## config.mk

```make
export PLATFORM = sky130hd
export DESIGN_NAME = trajectory_grid_collision_check_unit_flat
export DESIGN_NICKNAME = d
export VERILOG_FILES = /design/src/design/tgcc_pkg.sv /design/src/design/tgcc_if.sv /design/src/design/tgcc_point_front.sv /design/src/design/tgcc_grid_mem.sv /design/src/design/tgcc_verdict.sv /design/src/design/trajectory_grid_collision_check_unit.sv /design/src/flat_wrapper.sv
export SDC_FILE = /design/constraint.sdc
export NUM_CORES = 2
export LEC_CHECK = 0
export ABC_AREA = 0
export BUFFER_PORTS_ARGS = -buffer_cell sky130_fd_sc_hd__buf_2
export CAP_MARGIN = 5
export CORE_ASPECT_RATIO = 1.2
export CORE_UTILIZATION = 30
export CTS_BUF_LIST = sky130_fd_sc_hd__clkbuf_2 sky130_fd_sc_hd__clkbuf_4 sky130_fd_sc_hd__clkbuf_8
export DETAILED_ROUTE_END_ITERATION = 10
export GPL_ROUTABILITY_DRIVEN = 0
export HOLD_SLACK_MARGIN = 0.15
export SETUP_SLACK_MARGIN = 0.15
export SLEW_MARGIN = 15
export SYNTH_ARGS = -nofsm -noshare
export SYNTH_HDL_FRONTEND = slang
export SYNTH_SLANG_ARGS = --single-unit
export TNS_END_PERCENT = 10
```

## constraint.sdc

```tcl
create_clock -name clk -period 6.5 [get_ports clk]
set_input_delay 1.3 -clock clk [delete_from_list [all_inputs] [get_ports clk]]
set_output_delay 1.3 -clock clk [all_outputs]
set_load 0.01 [all_outputs]
```

## src/design/tgcc_pkg.sv

```systemverilog
package tgcc_pkg;

    localparam int GRID_SIZE_DEF  = 32;
    localparam int COORD_BITS_DEF = 16;

    localparam int CELL_SHIFT = 4;
    localparam int CELL_MASK  = (1 << CELL_SHIFT) - 1;

    localparam int CELL_W     = 5;
    localparam int Y_OFFSET_W = 5;
    localparam int REACH_W    = 32;
    localparam int CFG_IDX_W  = 1;
    localparam int CFG_DATA_W = 32;

    localparam logic [Y_OFFSET_W-1:0] Y_OFFSET_RESET = Y_OFFSET_W'(15);
    localparam logic [REACH_W-1:0]    REACH_RESET    = REACH_W'(25600);

    typedef enum logic [0:0] {
        OP_MAP_WRITE = 1'b0,
        OP_POINT     = 1'b1
    } opcode_t;

    typedef enum logic [CFG_IDX_W-1:0] {
        CFG_Y_OFFSET = 1'b0,
        CFG_REACH    = 1'b1
    } cfg_index_t;

    typedef enum logic [1:0] {
        STOP_NONE     = 2'd0,
        STOP_REACH    = 2'd1,
        STOP_OBSTACLE = 2'd2
    } stop_t;

    typedef struct packed {
        logic valid;
        logic is_point;
        logic first;
        logic last;
        logic map_wr;
    } item_ctl_t;

endpackage

```

## src/design/tgcc_if.sv

```systemverilog
interface tgcc_in_if import tgcc_pkg::*; #(
    parameter int COORD_BITS = COORD_BITS_DEF
) ();
    logic                         valid;
    logic                         ready;
    logic                         opcode;
    logic signed [COORD_BITS-1:0] point_x;
    logic signed [COORD_BITS-1:0] point_y;
    logic                         first_point;
    logic                         last_point;
    logic [CELL_W-1:0]            cell_x;
    logic [CELL_W-1:0]            cell_y;
    logic                         cell_occupied;

    modport source (
        output valid, opcode, point_x, point_y, first_point, last_point,
               cell_x, cell_y, cell_occupied,
        input  ready
    );

    modport sink (
        input  valid, opcode, point_x, point_y, first_point, last_point,
               cell_x, cell_y, cell_occupied,
        output ready
    );
endinterface

interface tgcc_out_if;
    logic       valid;
    logic       ready;
    logic       path_clear;
    logic [1:0] stop_reason;

    modport source (
        output valid, path_clear, stop_reason,
        input  ready
    );

    modport sink (
        input  valid, path_clear, stop_reason,
        output ready
    );
endinterface

```

## src/design/tgcc_point_front.sv

```systemverilog
module tgcc_point_front import tgcc_pkg::*; #(
    parameter int GRID_SIZE  = GRID_SIZE_DEF,
    parameter int COORD_BITS = COORD_BITS_DEF
) (
    input  logic                                  clk,
    input  logic                                  rst_n,
    input  logic                                  advance,
    input  logic [Y_OFFSET_W-1:0]                 y_offset,
    tgcc_in_if.sink                               item,
    output logic                                  rd_en,
    output logic [$clog2(GRID_SIZE)-1:0]          rd_row,
    output item_ctl_t                             s1_ctl,
    output logic [$clog2(GRID_SIZE)-1:0]          s1_row,
    output logic [$clog2(GRID_SIZE)-1:0]          s1_col,
    output logic                                  s1_bit,
    output logic signed [COORD_BITS:0]            s1_dx,
    output logic signed [COORD_BITS:0]            s1_dy
);

    localparam int IDX_W    = $clog2(GRID_SIZE);
    localparam int Q_W      = COORD_BITS + 1;
    localparam int GRID_MAX = GRID_SIZE - 1;

    function automatic logic [IDX_W-1:0] clamp_cell(input logic signed [Q_W:0] v);
        logic [IDX_W-1:0] r;
        if (v < 0)
        begin
            r = '0;
        end
        else if (v > GRID_MAX)
        begin
            r = IDX_W'(GRID_MAX);
        end
        else
        begin
            r = v[IDX_W-1:0];
        end
        return r;
    endfunction

    logic signed [COORD_BITS-1:0] origin_x_reg;
    logic signed [COORD_BITS-1:0] origin_y_reg;

    logic                  accept;
    logic                  is_point;
    logic                  take_origin;
    logic signed [Q_W-1:0] px;
    logic signed [Q_W-1:0] py;
    logic signed [Q_W-1:0] ox;
    logic signed [Q_W-1:0] oy;
    logic signed [Q_W-1:0] qx_sum;
    logic signed [Q_W-1:0] qy_sum;
    logic signed [Q_W-1:0] qx;
    logic signed [Q_W-1:0] qy;
    logic signed [Q_W:0]   cx_raw;
    logic signed [Q_W:0]   cy_raw;
    logic [IDX_W-1:0]      cx;
    logic [IDX_W-1:0]      cy;
    logic                  wr_in_grid;
    item_ctl_t             ctl;

    item_ctl_t             s1_ctl_reg;
    logic [IDX_W-1:0]      s1_row_reg;
    logic [IDX_W-1:0]      s1_col_reg;
    logic                  s1_bit_reg;
    logic signed [Q_W-1:0] s1_dx_reg;
    logic signed [Q_W-1:0] s1_dy_reg;

    assign item.ready  = advance;
    assign accept      = item.valid && advance;
    assign is_point    = (item.opcode == OP_POINT);
    assign take_origin = is_point && item.first_point;

    assign px = Q_W'(item.point_x);
    assign py = Q_W'(item.point_y);
    assign ox = take_origin ? px : Q_W'(origin_x_reg);
    assign oy = take_origin ? py : Q_W'(origin_y_reg);

    // truncate toward zero: bias negative values before the arithmetic shift
    assign qx_sum = px + (px[Q_W-1] ? Q_W'(CELL_MASK) : Q_W'(0));
    assign qy_sum = py + (py[Q_W-1] ? Q_W'(CELL_MASK) : Q_W'(0));
    assign qx     = qx_sum >>> CELL_SHIFT;
    assign qy     = qy_sum >>> CELL_SHIFT;

    assign cx_raw = (Q_W + 1)'(qx);
    assign cy_raw = qy + $signed({1'b0, y_offset});
    assign cx     = clamp_cell(cx_raw);
    assign cy     = clamp_cell(cy_raw);

    assign wr_in_grid = (32'(item.cell_x) < 32'(GRID_SIZE))
                     && (32'(item.cell_y) < 32'(GRID_SIZE));

    always_comb
    begin
        ctl          = '0;
        ctl.valid    = accept;
        ctl.is_point = is_point;
        ctl.first    = item.first_point;
        ctl.last     = item.last_point;
        ctl.map_wr   = !is_point && wr_in_grid;
    end

    assign rd_en  = accept;
    assign rd_row = is_point ? cy : IDX_W'(item.cell_y);

    always_ff @(posedge clk or negedge rst_n)
    begin
        if (!rst_n)
        begin
            origin_x_reg <= '0;
            origin_y_reg <= '0;
            s1_ctl_reg   <= '0;
        end
        else if (advance)
        begin
            s1_ctl_reg <= accept ? ctl : '0;
            if (accept && take_origin)
            begin
                origin_x_reg <= item.point_x;
                origin_y_reg <= item.point_y;
            end
        end
    end

    always_ff @(posedge clk)
    begin
        if (accept)
        begin
            s1_row_reg <= rd_row;
            s1_col_reg <= is_point ? cx : IDX_W'(item.cell_x);
            s1_bit_reg <= item.cell_occupied;
            s1_dx_reg  <= px - ox;
            s1_dy_reg  <= py - oy;
        end
    end

    assign s1_ctl = s1_ctl_reg;
    assign s1_row = s1_row_reg;
    assign s1_col = s1_col_reg;
    assign s1_bit = s1_bit_reg;
    assign s1_dx  = s1_dx_reg;
    assign s1_dy  = s1_dy_reg;

endmodule

```

## src/design/tgcc_grid_mem.sv

```systemverilog
module tgcc_grid_mem import tgcc_pkg::*; #(
    parameter int GRID_SIZE = GRID_SIZE_DEF
) (
    input  logic                         clk,
    input  logic                         rst_n,
    input  logic                         advance,
    input  logic                         rd_en,
    input  logic [$clog2(GRID_SIZE)-1:0] rd_row,
    input  item_ctl_t                    s1_ctl,
    input  logic [$clog2(GRID_SIZE)-1:0] s1_row,
    input  logic [$clog2(GRID_SIZE)-1:0] s1_col,
    input  logic                         s1_bit,
    output logic                         hit
);

    localparam int IDX_W = $clog2(GRID_SIZE);

    logic [GRID_SIZE-1:0] mem [GRID_SIZE];

    logic [GRID_SIZE-1:0] row_valid_reg;
    logic                 rd_valid_reg;
    logic [GRID_SIZE-1:0] rd_data_reg;
    logic                 fwd_reg;
    logic [GRID_SIZE-1:0] fwd_data_reg;

    logic [GRID_SIZE-1:0] row_eff;
    logic [GRID_SIZE-1:0] row_new;
    logic                 wr_en;
    logic [IDX_W-1:0]     col_lo;
    logic [IDX_W-1:0]     col_hi;

    assign row_eff = fwd_reg      ? fwd_data_reg :
                     rd_valid_reg ? rd_data_reg  : '0;

    always_comb
    begin
        row_new         = row_eff;
        row_new[s1_col] = s1_bit;
    end

    assign wr_en = advance && s1_ctl.valid && s1_ctl.map_wr;

    assign col_lo = (s1_col == '0) ? '0 : s1_col - IDX_W'(1);
    assign col_hi = (s1_col == IDX_W'(GRID_SIZE - 1)) ? s1_col : s1_col + IDX_W'(1);
    assign hit    = row_eff[col_lo] || row_eff[s1_col] || row_eff[col_hi];

    always_ff @(posedge clk)
    begin
        if (wr_en)
        begin
            mem[s1_row] <= row_new;
        end
        if (rd_en)
        begin
            rd_data_reg  <= mem[rd_row];
            fwd_data_reg <= row_new;
        end
    end

    // track which rows were ever written; bypass a row that is written at the same edge it is read
    always_ff @(posedge clk or negedge rst_n)
    begin
        if (!rst_n)
        begin
            row_valid_reg <= '0;
            rd_valid_reg  <= 1'b0;
            fwd_reg       <= 1'b0;
        end
        else
        begin
            if (wr_en)
            begin
                row_valid_reg[s1_row] <= 1'b1;
            end
            if (rd_en)
            begin
                rd_valid_reg <= row_valid_reg[rd_row];
                fwd_reg      <= wr_en && (rd_row == s1_row);
            end
        end
    end

endmodule

```

## src/design/tgcc_verdict.sv

```systemverilog
module tgcc_verdict import tgcc_pkg::*; #(
    parameter int COORD_BITS = COORD_BITS_DEF
) (
    input  logic                       clk,
    input  logic                       rst_n,
    input  item_ctl_t                  s1_ctl,
    input  logic signed [COORD_BITS:0] s1_dx,
    input  logic signed [COORD_BITS:0] s1_dy,
    input  logic                       s1_hit,
    input  logic [REACH_W-1:0]         reach,
    output logic                       advance,
    tgcc_out_if.source                 result
);

    localparam int SQ_W = 2 * (COORD_BITS + 1);
    localparam int D2_W = (SQ_W + 1 > REACH_W) ? SQ_W + 1 : REACH_W;

    logic signed [SQ_W-1:0] sq_x;
    logic signed [SQ_W-1:0] sq_y;

    item_ctl_t              s2_ctl_reg;
    logic [SQ_W-1:0]        sq_x_reg;
    logic [SQ_W-1:0]        sq_y_reg;
    logic                   hit_reg;

    logic                   done_reg;
    stop_t                  stop_reg;
    logic                   done_next;
    stop_t                  stop_next;
    logic                   done_cur;
    stop_t                  stop_cur;

    logic                   out_valid_reg;
    logic                   path_clear_reg;
    stop_t                  stop_reason_reg;

    logic [D2_W-1:0]        d2;
    logic                   far;
    logic                   emit;

    assign sq_x = s1_dx * s1_dx;
    assign sq_y = s1_dy * s1_dy;

    assign advance = !out_valid_reg || result.ready;

    assign d2  = D2_W'(sq_x_reg) + D2_W'(sq_y_reg);
    assign far = d2 > D2_W'(reach);

    assign emit = s2_ctl_reg.valid && s2_ctl_reg.is_point && s2_ctl_reg.last;

    always_comb
    begin
        done_cur  = s2_ctl_reg.first ? 1'b0 : done_reg;
        stop_cur  = s2_ctl_reg.first ? STOP_NONE : stop_reg;
        done_next = done_cur;
        stop_next = stop_cur;
        priority if (done_cur)
        begin
            done_next = done_cur;
        end
        else if (far)
        begin
            done_next = 1'b1;
            stop_next = STOP_REACH;
        end
        else if (hit_reg)
        begin
            done_next = 1'b1;
            stop_next = STOP_OBSTACLE;
        end
        else
        begin
            stop_next = stop_cur;
        end
    end

    always_ff @(posedge clk or negedge rst_n)
    begin
        if (!rst_n)
        begin
            s2_ctl_reg    <= '0;
            done_reg      <= 1'b0;
            stop_reg      <= STOP_NONE;
            out_valid_reg <= 1'b0;
        end
        else if (advance)
        begin
            s2_ctl_reg    <= s1_ctl;
            out_valid_reg <= emit;
            if (s2_ctl_reg.valid && s2_ctl_reg.is_point)
            begin
                if (s2_ctl_reg.last)
                begin
                    done_reg <= 1'b0;
                    stop_reg <= STOP_NONE;
                end
                else
                begin
                    done_reg <= done_next;
                    stop_reg <= stop_next;
                end
            end
        end
    end

    always_ff @(posedge clk)
    begin
        if (advance)
        begin
            sq_x_reg <= sq_x;
            sq_y_reg <= sq_y;
            hit_reg  <= s1_hit;
            if (emit)
            begin
                path_clear_reg  <= (stop_next != STOP_OBSTACLE);
                stop_reason_reg <= stop_next;
            end
        end
    end

    assign result.valid       = out_valid_reg;
    assign result.path_clear  = path_clear_reg;
    assign result.stop_reason = stop_reason_reg;

endmodule

```

## src/design/trajectory_grid_collision_check_unit.sv

```systemverilog
// The result for the last point of a trajectory passes the s1, s2 and output registers before it is valid.
// Throughput: one item per cycle; all stages hold while a result waits for its transfer.
// Each point does one grid-row read and two squares; map writes read, modify and write a row.
// Reset: row valid bits clear at once so the whole grid reads free with no clearing pass;
// origin and stop state clear, y_offset_cells returns to 15 and reach_squared to 25600.
module trajectory_grid_collision_check_unit import tgcc_pkg::*; #(
    parameter int GRID_SIZE  = GRID_SIZE_DEF,
    parameter int COORD_BITS = COORD_BITS_DEF
) (
    input  logic                  clk,
    input  logic                  rst_n,
    input  logic                  cfg_we,
    input  logic [CFG_IDX_W-1:0]  cfg_index,
    input  logic [CFG_DATA_W-1:0] cfg_data,
    tgcc_in_if.sink               item,
    tgcc_out_if.source            result
);

    localparam int IDX_W = $clog2(GRID_SIZE);

    logic [Y_OFFSET_W-1:0]      y_offset_reg;
    logic [REACH_W-1:0]         reach_reg;

    logic                       advance;
    logic                       rd_en;
    logic [IDX_W-1:0]           rd_row;
    item_ctl_t                  s1_ctl;
    logic [IDX_W-1:0]           s1_row;
    logic [IDX_W-1:0]           s1_col;
    logic                       s1_bit;
    logic signed [COORD_BITS:0] s1_dx;
    logic signed [COORD_BITS:0] s1_dy;
    logic                       s1_hit;

    always_ff @(posedge clk or negedge rst_n)
    begin
        if (!rst_n)
        begin
            y_offset_reg <= Y_OFFSET_RESET;
            reach_reg    <= REACH_RESET;
        end
        else if (cfg_we)
        begin
            unique case (cfg_index_t'(cfg_index))
                CFG_Y_OFFSET: y_offset_reg <= cfg_data[Y_OFFSET_W-1:0];
                CFG_REACH:    reach_reg    <= cfg_data[REACH_W-1:0];
                default:      reach_reg    <= reach_reg;
            endcase
        end
    end

    tgcc_point_front #(
        .GRID_SIZE  (GRID_SIZE),
        .COORD_BITS (COORD_BITS)
    ) u_front (
        .clk      (clk),
        .rst_n    (rst_n),
        .advance  (advance),
        .y_offset (y_offset_reg),
        .item     (item),
        .rd_en    (rd_en),
        .rd_row   (rd_row),
        .s1_ctl   (s1_ctl),
        .s1_row   (s1_row),
        .s1_col   (s1_col),
        .s1_bit   (s1_bit),
        .s1_dx    (s1_dx),
        .s1_dy    (s1_dy)
    );

    tgcc_grid_mem #(
        .GRID_SIZE (GRID_SIZE)
    ) u_grid (
        .clk     (clk),
        .rst_n   (rst_n),
        .advance (advance),
        .rd_en   (rd_en),
        .rd_row  (rd_row),
        .s1_ctl  (s1_ctl),
        .s1_row  (s1_row),
        .s1_col  (s1_col),
        .s1_bit  (s1_bit),
        .hit     (s1_hit)
    );

    tgcc_verdict #(
        .COORD_BITS (COORD_BITS)
    ) u_verdict (
        .clk     (clk),
        .rst_n   (rst_n),
        .s1_ctl  (s1_ctl),
        .s1_dx   (s1_dx),
        .s1_dy   (s1_dy),
        .s1_hit  (s1_hit),
        .reach   (reach_reg),
        .advance (advance),
        .result  (result)
    );

endmodule

```

## src/flat_wrapper.sv

```systemverilog
// flat-port wrapper written by rule: the top's interface ports become plain ports
module trajectory_grid_collision_check_unit_flat import tgcc_pkg::*;
#(
    parameter int GRID_SIZE  = GRID_SIZE_DEF,
    parameter int COORD_BITS = COORD_BITS_DEF
)
  (clk, rst_n, cfg_we, cfg_index, cfg_data, item_valid, item_opcode, item_point_x, item_point_y, item_first_point, item_last_point, item_cell_x, item_cell_y, item_cell_occupied, item_ready, result_valid, result_path_clear, result_stop_reason, result_ready);
  tgcc_in_if #(.COORD_BITS(COORD_BITS)) item_i ();
  tgcc_out_if result_i ();
  input  logic clk;
  input  logic rst_n;
  input  logic cfg_we;
  input  logic [CFG_IDX_W-1:0] cfg_index;
  input  logic [CFG_DATA_W-1:0] cfg_data;
  input wire logic [$bits(item_i.valid)-1:0] item_valid;
  input wire logic [$bits(item_i.opcode)-1:0] item_opcode;
  input wire logic [$bits(item_i.point_x)-1:0] item_point_x;
  input wire logic [$bits(item_i.point_y)-1:0] item_point_y;
  input wire logic [$bits(item_i.first_point)-1:0] item_first_point;
  input wire logic [$bits(item_i.last_point)-1:0] item_last_point;
  input wire logic [$bits(item_i.cell_x)-1:0] item_cell_x;
  input wire logic [$bits(item_i.cell_y)-1:0] item_cell_y;
  input wire logic [$bits(item_i.cell_occupied)-1:0] item_cell_occupied;
  output wire logic [$bits(item_i.ready)-1:0] item_ready;
  output wire logic [$bits(result_i.valid)-1:0] result_valid;
  output wire logic [$bits(result_i.path_clear)-1:0] result_path_clear;
  output wire logic [$bits(result_i.stop_reason)-1:0] result_stop_reason;
  input wire logic [$bits(result_i.ready)-1:0] result_ready;
  assign item_i.valid = item_valid;
  assign item_i.opcode = item_opcode;
  assign item_i.point_x = item_point_x;
  assign item_i.point_y = item_point_y;
  assign item_i.first_point = item_first_point;
  assign item_i.last_point = item_last_point;
  assign item_i.cell_x = item_cell_x;
  assign item_i.cell_y = item_cell_y;
  assign item_i.cell_occupied = item_cell_occupied;
  assign item_ready = item_i.ready;
  assign result_valid = result_i.valid;
  assign result_path_clear = result_i.path_clear;
  assign result_stop_reason = result_i.stop_reason;
  assign result_i.ready = result_ready;
  trajectory_grid_collision_check_unit #(.GRID_SIZE(GRID_SIZE), .COORD_BITS(COORD_BITS)) u_core (.clk(clk), .rst_n(rst_n), .cfg_we(cfg_we), .cfg_index(cfg_index), .cfg_data(cfg_data), .item(item_i), .result(result_i));
endmodule
```

# After elaboration in Yosys (flattened, before gate mapping)
# Memory sizes are Yosys's and may differ from the RTL's. A register that Yosys moved wholly into a read port is not among the register bits.
# Index checks and enable logic that the tools add are counted.
dict set report op_classes {
  magnitude_cmp 12
  n_mux 40
  bitwise_logic 2
  eq_ne 3
  reduce_logical 21
  n_mul 2
  n_addsub 8
}
# operator n
set op_table {}
lappend op_table {{17-bit by 17-bit multiplier with 34-bit output} 2}
lappend op_table {{32-bit two-way mux} 2}
lappend op_table {{5-bit two-way mux} 9}
lappend op_table {{34-bit by 34-bit adder with 35-bit output} 1}
lappend op_table {{35-bit by 32-bit > comparator with 1-bit output} 1}
lappend op_table {{16-bit by 5-bit adder with 17-bit output} 2}
lappend op_table {{17-bit two-way mux} 2}
lappend op_table {{16-bit by 17-bit subtractor with 17-bit output} 2}
lappend op_table {{32-bit bitwise mux} 1}
lappend op_table {{32-bit OR} 1}
lappend op_table {{5-bit by 6-bit less-than comparator with 1-bit output (second input constant)} 5}
lappend op_table {{1-bit binary-select mux with 5-bit select} 4}
lappend op_table {{13-bit by 6-bit adder with 14-bit output} 1}
lappend op_table {{14-bit by 6-bit > comparator with 1-bit output (second input constant)} 1}
lappend op_table {{14-bit by 1-bit less-than comparator with 1-bit output (second input constant)} 1}
lappend op_table {{13-bit by 6-bit > comparator with 1-bit output (second input constant)} 1}
lappend op_table {{13-bit by 1-bit less-than comparator with 1-bit output (second input constant)} 1}
lappend op_table {{1-bit two-way mux} 13}
lappend op_table {{1-bit demux with 5-bit select} 2}
lappend op_table {{5-bit by 1-bit greater-or-equal comparator with 1-bit output (second input constant)} 2}
lappend op_table {{1-bit logical AND} 10}
lappend op_table {{2-bit two-way mux} 5}
lappend op_table {{2-bit AND reduction} 5}
lappend op_table {{4-bit two-way mux} 2}
lappend op_table {{9 further kinds} 12}
dict set report totals {
  output_inout_bits 5
  memories 1
  wordCells 119
  regBits 265
  ram_bits 1024
  inputBits 84
}
# memory depth width rd rd_clocked_by_memory_dff write_ports line
set mem_list {}
lappend mem_list {u_core.u_grid.mem 32 32 1 1 1 tgcc_grid_mem.sv:18} ;# logic [GRID_SIZE-1:0] mem [GRID_SIZE];

# Longest topological paths before layout
dict set report logic_depth {
  word_depth 9
  depth_mapped 27
  mapped_depth_nobuf 26
}

# Hierarchy
# Synthesis repeated with hierarchy kept, for this count alone.
dict set report hier_totals {
  hier_cells 5107
  area_unflattened_um2 75550.0
}
# mod instances cells_each area_each_um2 seq_area_each_um2
set modules_own_cells {}
lappend modules_own_cells {tgcc_grid_mem 1 1962 44148.6 33522.2}
lappend modules_own_cells {tgcc_verdict 1 2553 24564.8 2302.2}
lappend modules_own_cells {tgcc_point_front 1 513 5452.7 2277.2}
lappend modules_own_cells {trajectory_grid_collision_check_unit 1 79 1383.8 934.6}

# Least setup slack after synthesis
# OpenSTA, ideal clock, no wires.
dict set report synth_path {
  path_type {flip-flop to flip-flop}
  from {register u_core.u_front.s1_dx_reg[2] (netlist: u_core.u_front.s1_dx[2])}
  to {register u_core.u_verdict.sq_x_reg[32] (data pin)}
  stages_incl_launch_ff 24
  setup_ps 258
  slack_ps -428
  arrival_ps 6670
  n_path_buf 2
  synth_period_minus_slack_ps 6928
  required_time_ps 6242
  cell_sequence {edfxtp_1 clkbuf_1 clkbuf_1 nand2_1 fa_1 inv_1 fa_1 fa_1 inv_1 fa_1 fa_1 inv_1 fa_1 ha_1 a21o_1 a21o_1 o311a_1 a221o_1 a211oi_1 o31ai_1 or4_1 a31o_2 a21oi_1 xnor2_1}
}
dict set report synth_between {
  elab_chain_len 1
}
# item line
set synth_lines {}
lappend synth_lines {{from (decl)} tgcc_point_front.sv:66} ;# logic signed [Q_W-1:0] s1_dx_reg;
lappend synth_lines {{from (signal assigned)} tgcc_point_front.sv:132} ;# s1_dx_reg <= px - ox;
lappend synth_lines {{17-bit by 17-bit multiplier with 34-bit output} tgcc_verdict.sv:41} ;# assign sq_x = s1_dx * s1_dx;
lappend synth_lines {{net u_core.u_verdict.sq_x[32]} tgcc_verdict.sv:18} ;# logic signed [SQ_W-1:0] sq_x;
lappend synth_lines {{to (signal assigned)} tgcc_verdict.sv:110} ;# sq_x_reg <= sq_x;
lappend synth_lines {{to (decl)} tgcc_verdict.sv:22} ;# logic [SQ_W-1:0] sq_x_reg;
# The timed path passes the listed nets, and every way through them passes these cells.
# A chain may end at the register's enable or synchronous reset.

# Worst setup path after layout
# Ends and elaborated chain as after synthesis.

==> reports/metrics.sh <==
STATUS='finished, violations left'
FAILING_CHECKS='negative setup slack'
DISTINCT_CELL_TYPE_COUNT_AFTER_SYNTHESIS=75
DIEWIDTH_UM=457
CRITPATHTOPFAMILY='adder cells'
MAX-SLEW-MARGIN-REL=0.204
TRITONCTS_CLOCK_TREE='built'
GRT_USAGE=0.152
DRV_CAP=0
DRIVE_GT1_FRAC=0.252
SYNTHESIS.INSTANCES=5088
LAYOUT_COMMON_CELLS='sky130_fd_sc_hd__edfxtp_1, sky130_fd_sc_hd__inv_1, sky130_fd_sc_hd__fa_1'
FINALWORSTSETUPSLACK_NS=-0.303
CLOCK_SINKS=1319
DR.FIRST_ITER.DRC_COUNT=3432
TIMING_HOLD_VIOLATIONS_FINAL=0
CRITICAL_PATH_BUF_INV_COUNT=4
FIN_CELLS=9017
DRT_PRE_ANTENNA_ITERS=6
PATH_COMMON_CELL='sky130_fd_sc_hd__fa_1'
FIN_AREA_SQ_UM=87200
DRV_SLEW=0
CRITPATHLAUNCHTYPE='flip-flop'
LAYOUT.CELLS.MOST_COMMON='sky130_fd_sc_hd__edfxtp_1'
SYNTH_EDF_COUNT=1203
WORST_SKEW_PAIR.LATE_LATENCY_NS=0.98
FINALCLOCKSKEW_NS=0.0832
FINALWORSTPATHREQUIREDPERIOD_NS=6.80
DIE-AREA_SQ_UM=250000
FMAX_MHz=147
DR_TOTAL_VIAS=43400
TIGHTEST_SLEW_NS=1.19
VIA_COUNT_OF_THE_FIRST_GLOBAL_ROUTING_PASS=47100
CTS_MADE_BUFFERS=208
ROUTED_WIRE_LENGTH_PER_INSTANCE_UM=21.0
ANTENNA_VIOLATING_NETS_LEFT=0
YOSYS_WARNINGS=0
SETUP_VIOL=2
SYNTH_NETS=6000
PATH_CLK_SLEW_NS=0.06
POSTPLACECELLAREA_SQ_UM=82000
GRT_REMAINING_OVERFLOW=0
FLOORPLAN.INITIALDENSITY=0.302
LAYOUT-AREA-OVERHEAD-VS-SYNTH_PCT=17.0
END_KIND='flip-flop'
LARGEST_REGISTER_FF_COUNT=1024
NUMPLACEDINSTANCES=8597
SYNTHESIS.AREA_PER_INSTANCE_SQ_UM=14.7
SLOWEST_DELAY_NS=0.58
CRIT_CHAIN='and2_4 > fa_1 > inv_2 > fa_1 > inv_1 > ha_2 > fa_1 > inv_1 > fa_1 > fa_1 > inv_2 > ha_4 > o21a_1 > o21ai_2 > nor2_1 > o21a_1 > o311a_1 > a221o_1 > a211oi_2 > o31ai_2 > or4_4 > a31o_4 > a21oi_2 > xnor2_1'
PLACEMENTROWS=200
CP_DATA_REQUIRED_TIME_NS=7.16
SIGNAL_ARRIVAL_TIME_AT_THE_WORST_ENDPOINT_NS=7.46
CTS_ROOT_BUF='sky130_fd_sc_hd__clkbuf_8'
CRITICAL_PATH.MAX_FANOUT=5
GRT_FIRST_PASS_WIRELENGTH_MM=287
CTSLONGESTPATHBUFFERS=3
HOLD_WS_NS=0.320
CRITPATHKIND='reg2reg'
IOS=89
SYNTHFLOPTYPE='sky130_fd_sc_hd__edfxtp_1'
ASYNC_RESET_FF_FRAC=0.0879
SYNTH-SEQ-AREA-SHARE=0.524
GRT_ANTENNA_BEFORE_REPAIR=4
LARGEST_NET_DEGREE_AT_THE_START_OF_GLOBAL_ROUTING=77
DRC=0
CTS-HTREE-LEVELS=4
VIA_TO_CELL_RATIO=4.82
WORST_PATH_MAX_DELAY_CELL='sky130_fd_sc_hd__fa_1'
PORT-BUFFER-COUNT=88
NNETSFINAL=6516
MIN-DELAY-PATH-CLASS='in2async'
YOSYS_REGISTER_BITS=1319
DP_HPWL_MM=126
SYN_STD_CELL_AREA_SQ_UM=74500
VERTICAL_EXTENT_OF_THE_DIE_UM=548
GRT_SETUP_UNREPAIRED='yes'
SUM_OF_ROUTED_WIRE_LENGTH_OVER_ALL_LAYERS_MM=190
FINAL_MIN_PERIOD_OVER_CLOCK_PERIOD=1.05
UTILIZATION=0.353
FP.COREAREA_SQ_UM=247000
==> area by class of cell <==
cell class                 count  area (sq um)
clock buffer                 282          3490
sequential                  1319         39000
tap                         3232          4040
multi-input combinational   2806         32900
fill                       23600        160000
timing repair buffer         470          3840
antenna                        2          5.00
clock inverter               107           910
inverter                     799          3010
==> cells in the mapped netlist, types with 45 or more instances <==
master / n / area [sq um]
sky130_fd_sc_hd__nand2_1: 387 / 1450
sky130_fd_sc_hd__a21oi_1: 107 / 536
sky130_fd_sc_hd__ha_1: 281 / 3520
sky130_fd_sc_hd__nor2_1: 215 / 807
sky130_fd_sc_hd__edfxtp_1: 1203 / 36100
sky130_fd_sc_hd__fa_1: 547 / 11000
sky130_fd_sc_hd__dfrtp_1: 109 / 2730
sky130_fd_sc_hd__inv_1: 792 / 2970
sky130_fd_sc_hd__mux2i_1: 45 / 450
sky130_fd_sc_hd__clkbuf_1: 119 / 447
sky130_fd_sc_hd__and2_1: 115 / 719
sky130_fd_sc_hd__mux2_2: 68 / 766
sky130_fd_sc_hd__mux4_2: 344 / 7750
sky130_fd_sc_hd__xnor2_1: 96 / 841
sky130_fd_sc_hd__a21o_1: 48 / 360
sky130_fd_sc_hd__o21ai_0: 98 / 490
==> logic make-up (layout without fill, tap and decap cells) <==
kind of cell	Yosys count	after routing	synth area share
fa+ha+maj	829	829	0.194
flops	1319	1319	0.524
buf+inv	963	1658	0.0493
simple gates	957	957	0.0592
compound gates	433	433	0.0380
other cells	0	2	0
xor+xnor	129	129	0.0153
mux	458	458	0.120
==> timing repair <==
action,in CTS,in global routing
setup endpoints to repair,12,22
pin swaps,3,90
buffers inserted,4,25
hold buffers,0,0
resized for setup,9,122
==> layer usage <==
metal  wire, um  part of all wire  track usage
met1      74700              0.39        0.185
met2      98300              0.52        0.270
met3      10200             0.054       0.0238
met4       6590             0.035       0.0570
met5          0                 0            0
==> stage by stage <==
step / worst slack, ns / TNS [ns]
finish: -0.303 / -0.444
global route: -0.556 / -1.30
CTS: -0.284 / -0.440
detailed placement: -0.272 / -4.80
global placement: -0.269 / -2.97
floorplan: 0.00234 / 0
==> final timing paths <==
| check | slack, ns | cells past startpoint | start | end |
|---|---|---|---|---|
| max | -0.30 | 24 | u_core.u_front.s1_dx[2] | u_core.u_verdict.sq_x_reg[32] |
| min | 0.32 | 1 | rst_n | u_core.reach_reg[6] |
| max reg2reg | -0.30 | 24 | u_core.u_front.s1_dx[2] | u_core.u_verdict.sq_x_reg[32] |
| min reg2reg | 0.45 | 2 | u_core.u_grid.row_valid_reg[20] | u_core.u_grid.row_valid_reg[20] |
| max in group asynchronous | 4.85 | 2 | rst_n | u_core.u_front.origin_x_reg[11] |
| min in group clk | 0.45 | 2 | u_core.u_grid.row_valid_reg[20] | u_core.u_grid.row_valid_reg[20] |
Power is left out: the tool's default activity adds up to more than one toggle a clock period on the data nets, which glitch-free logic cannot reach.
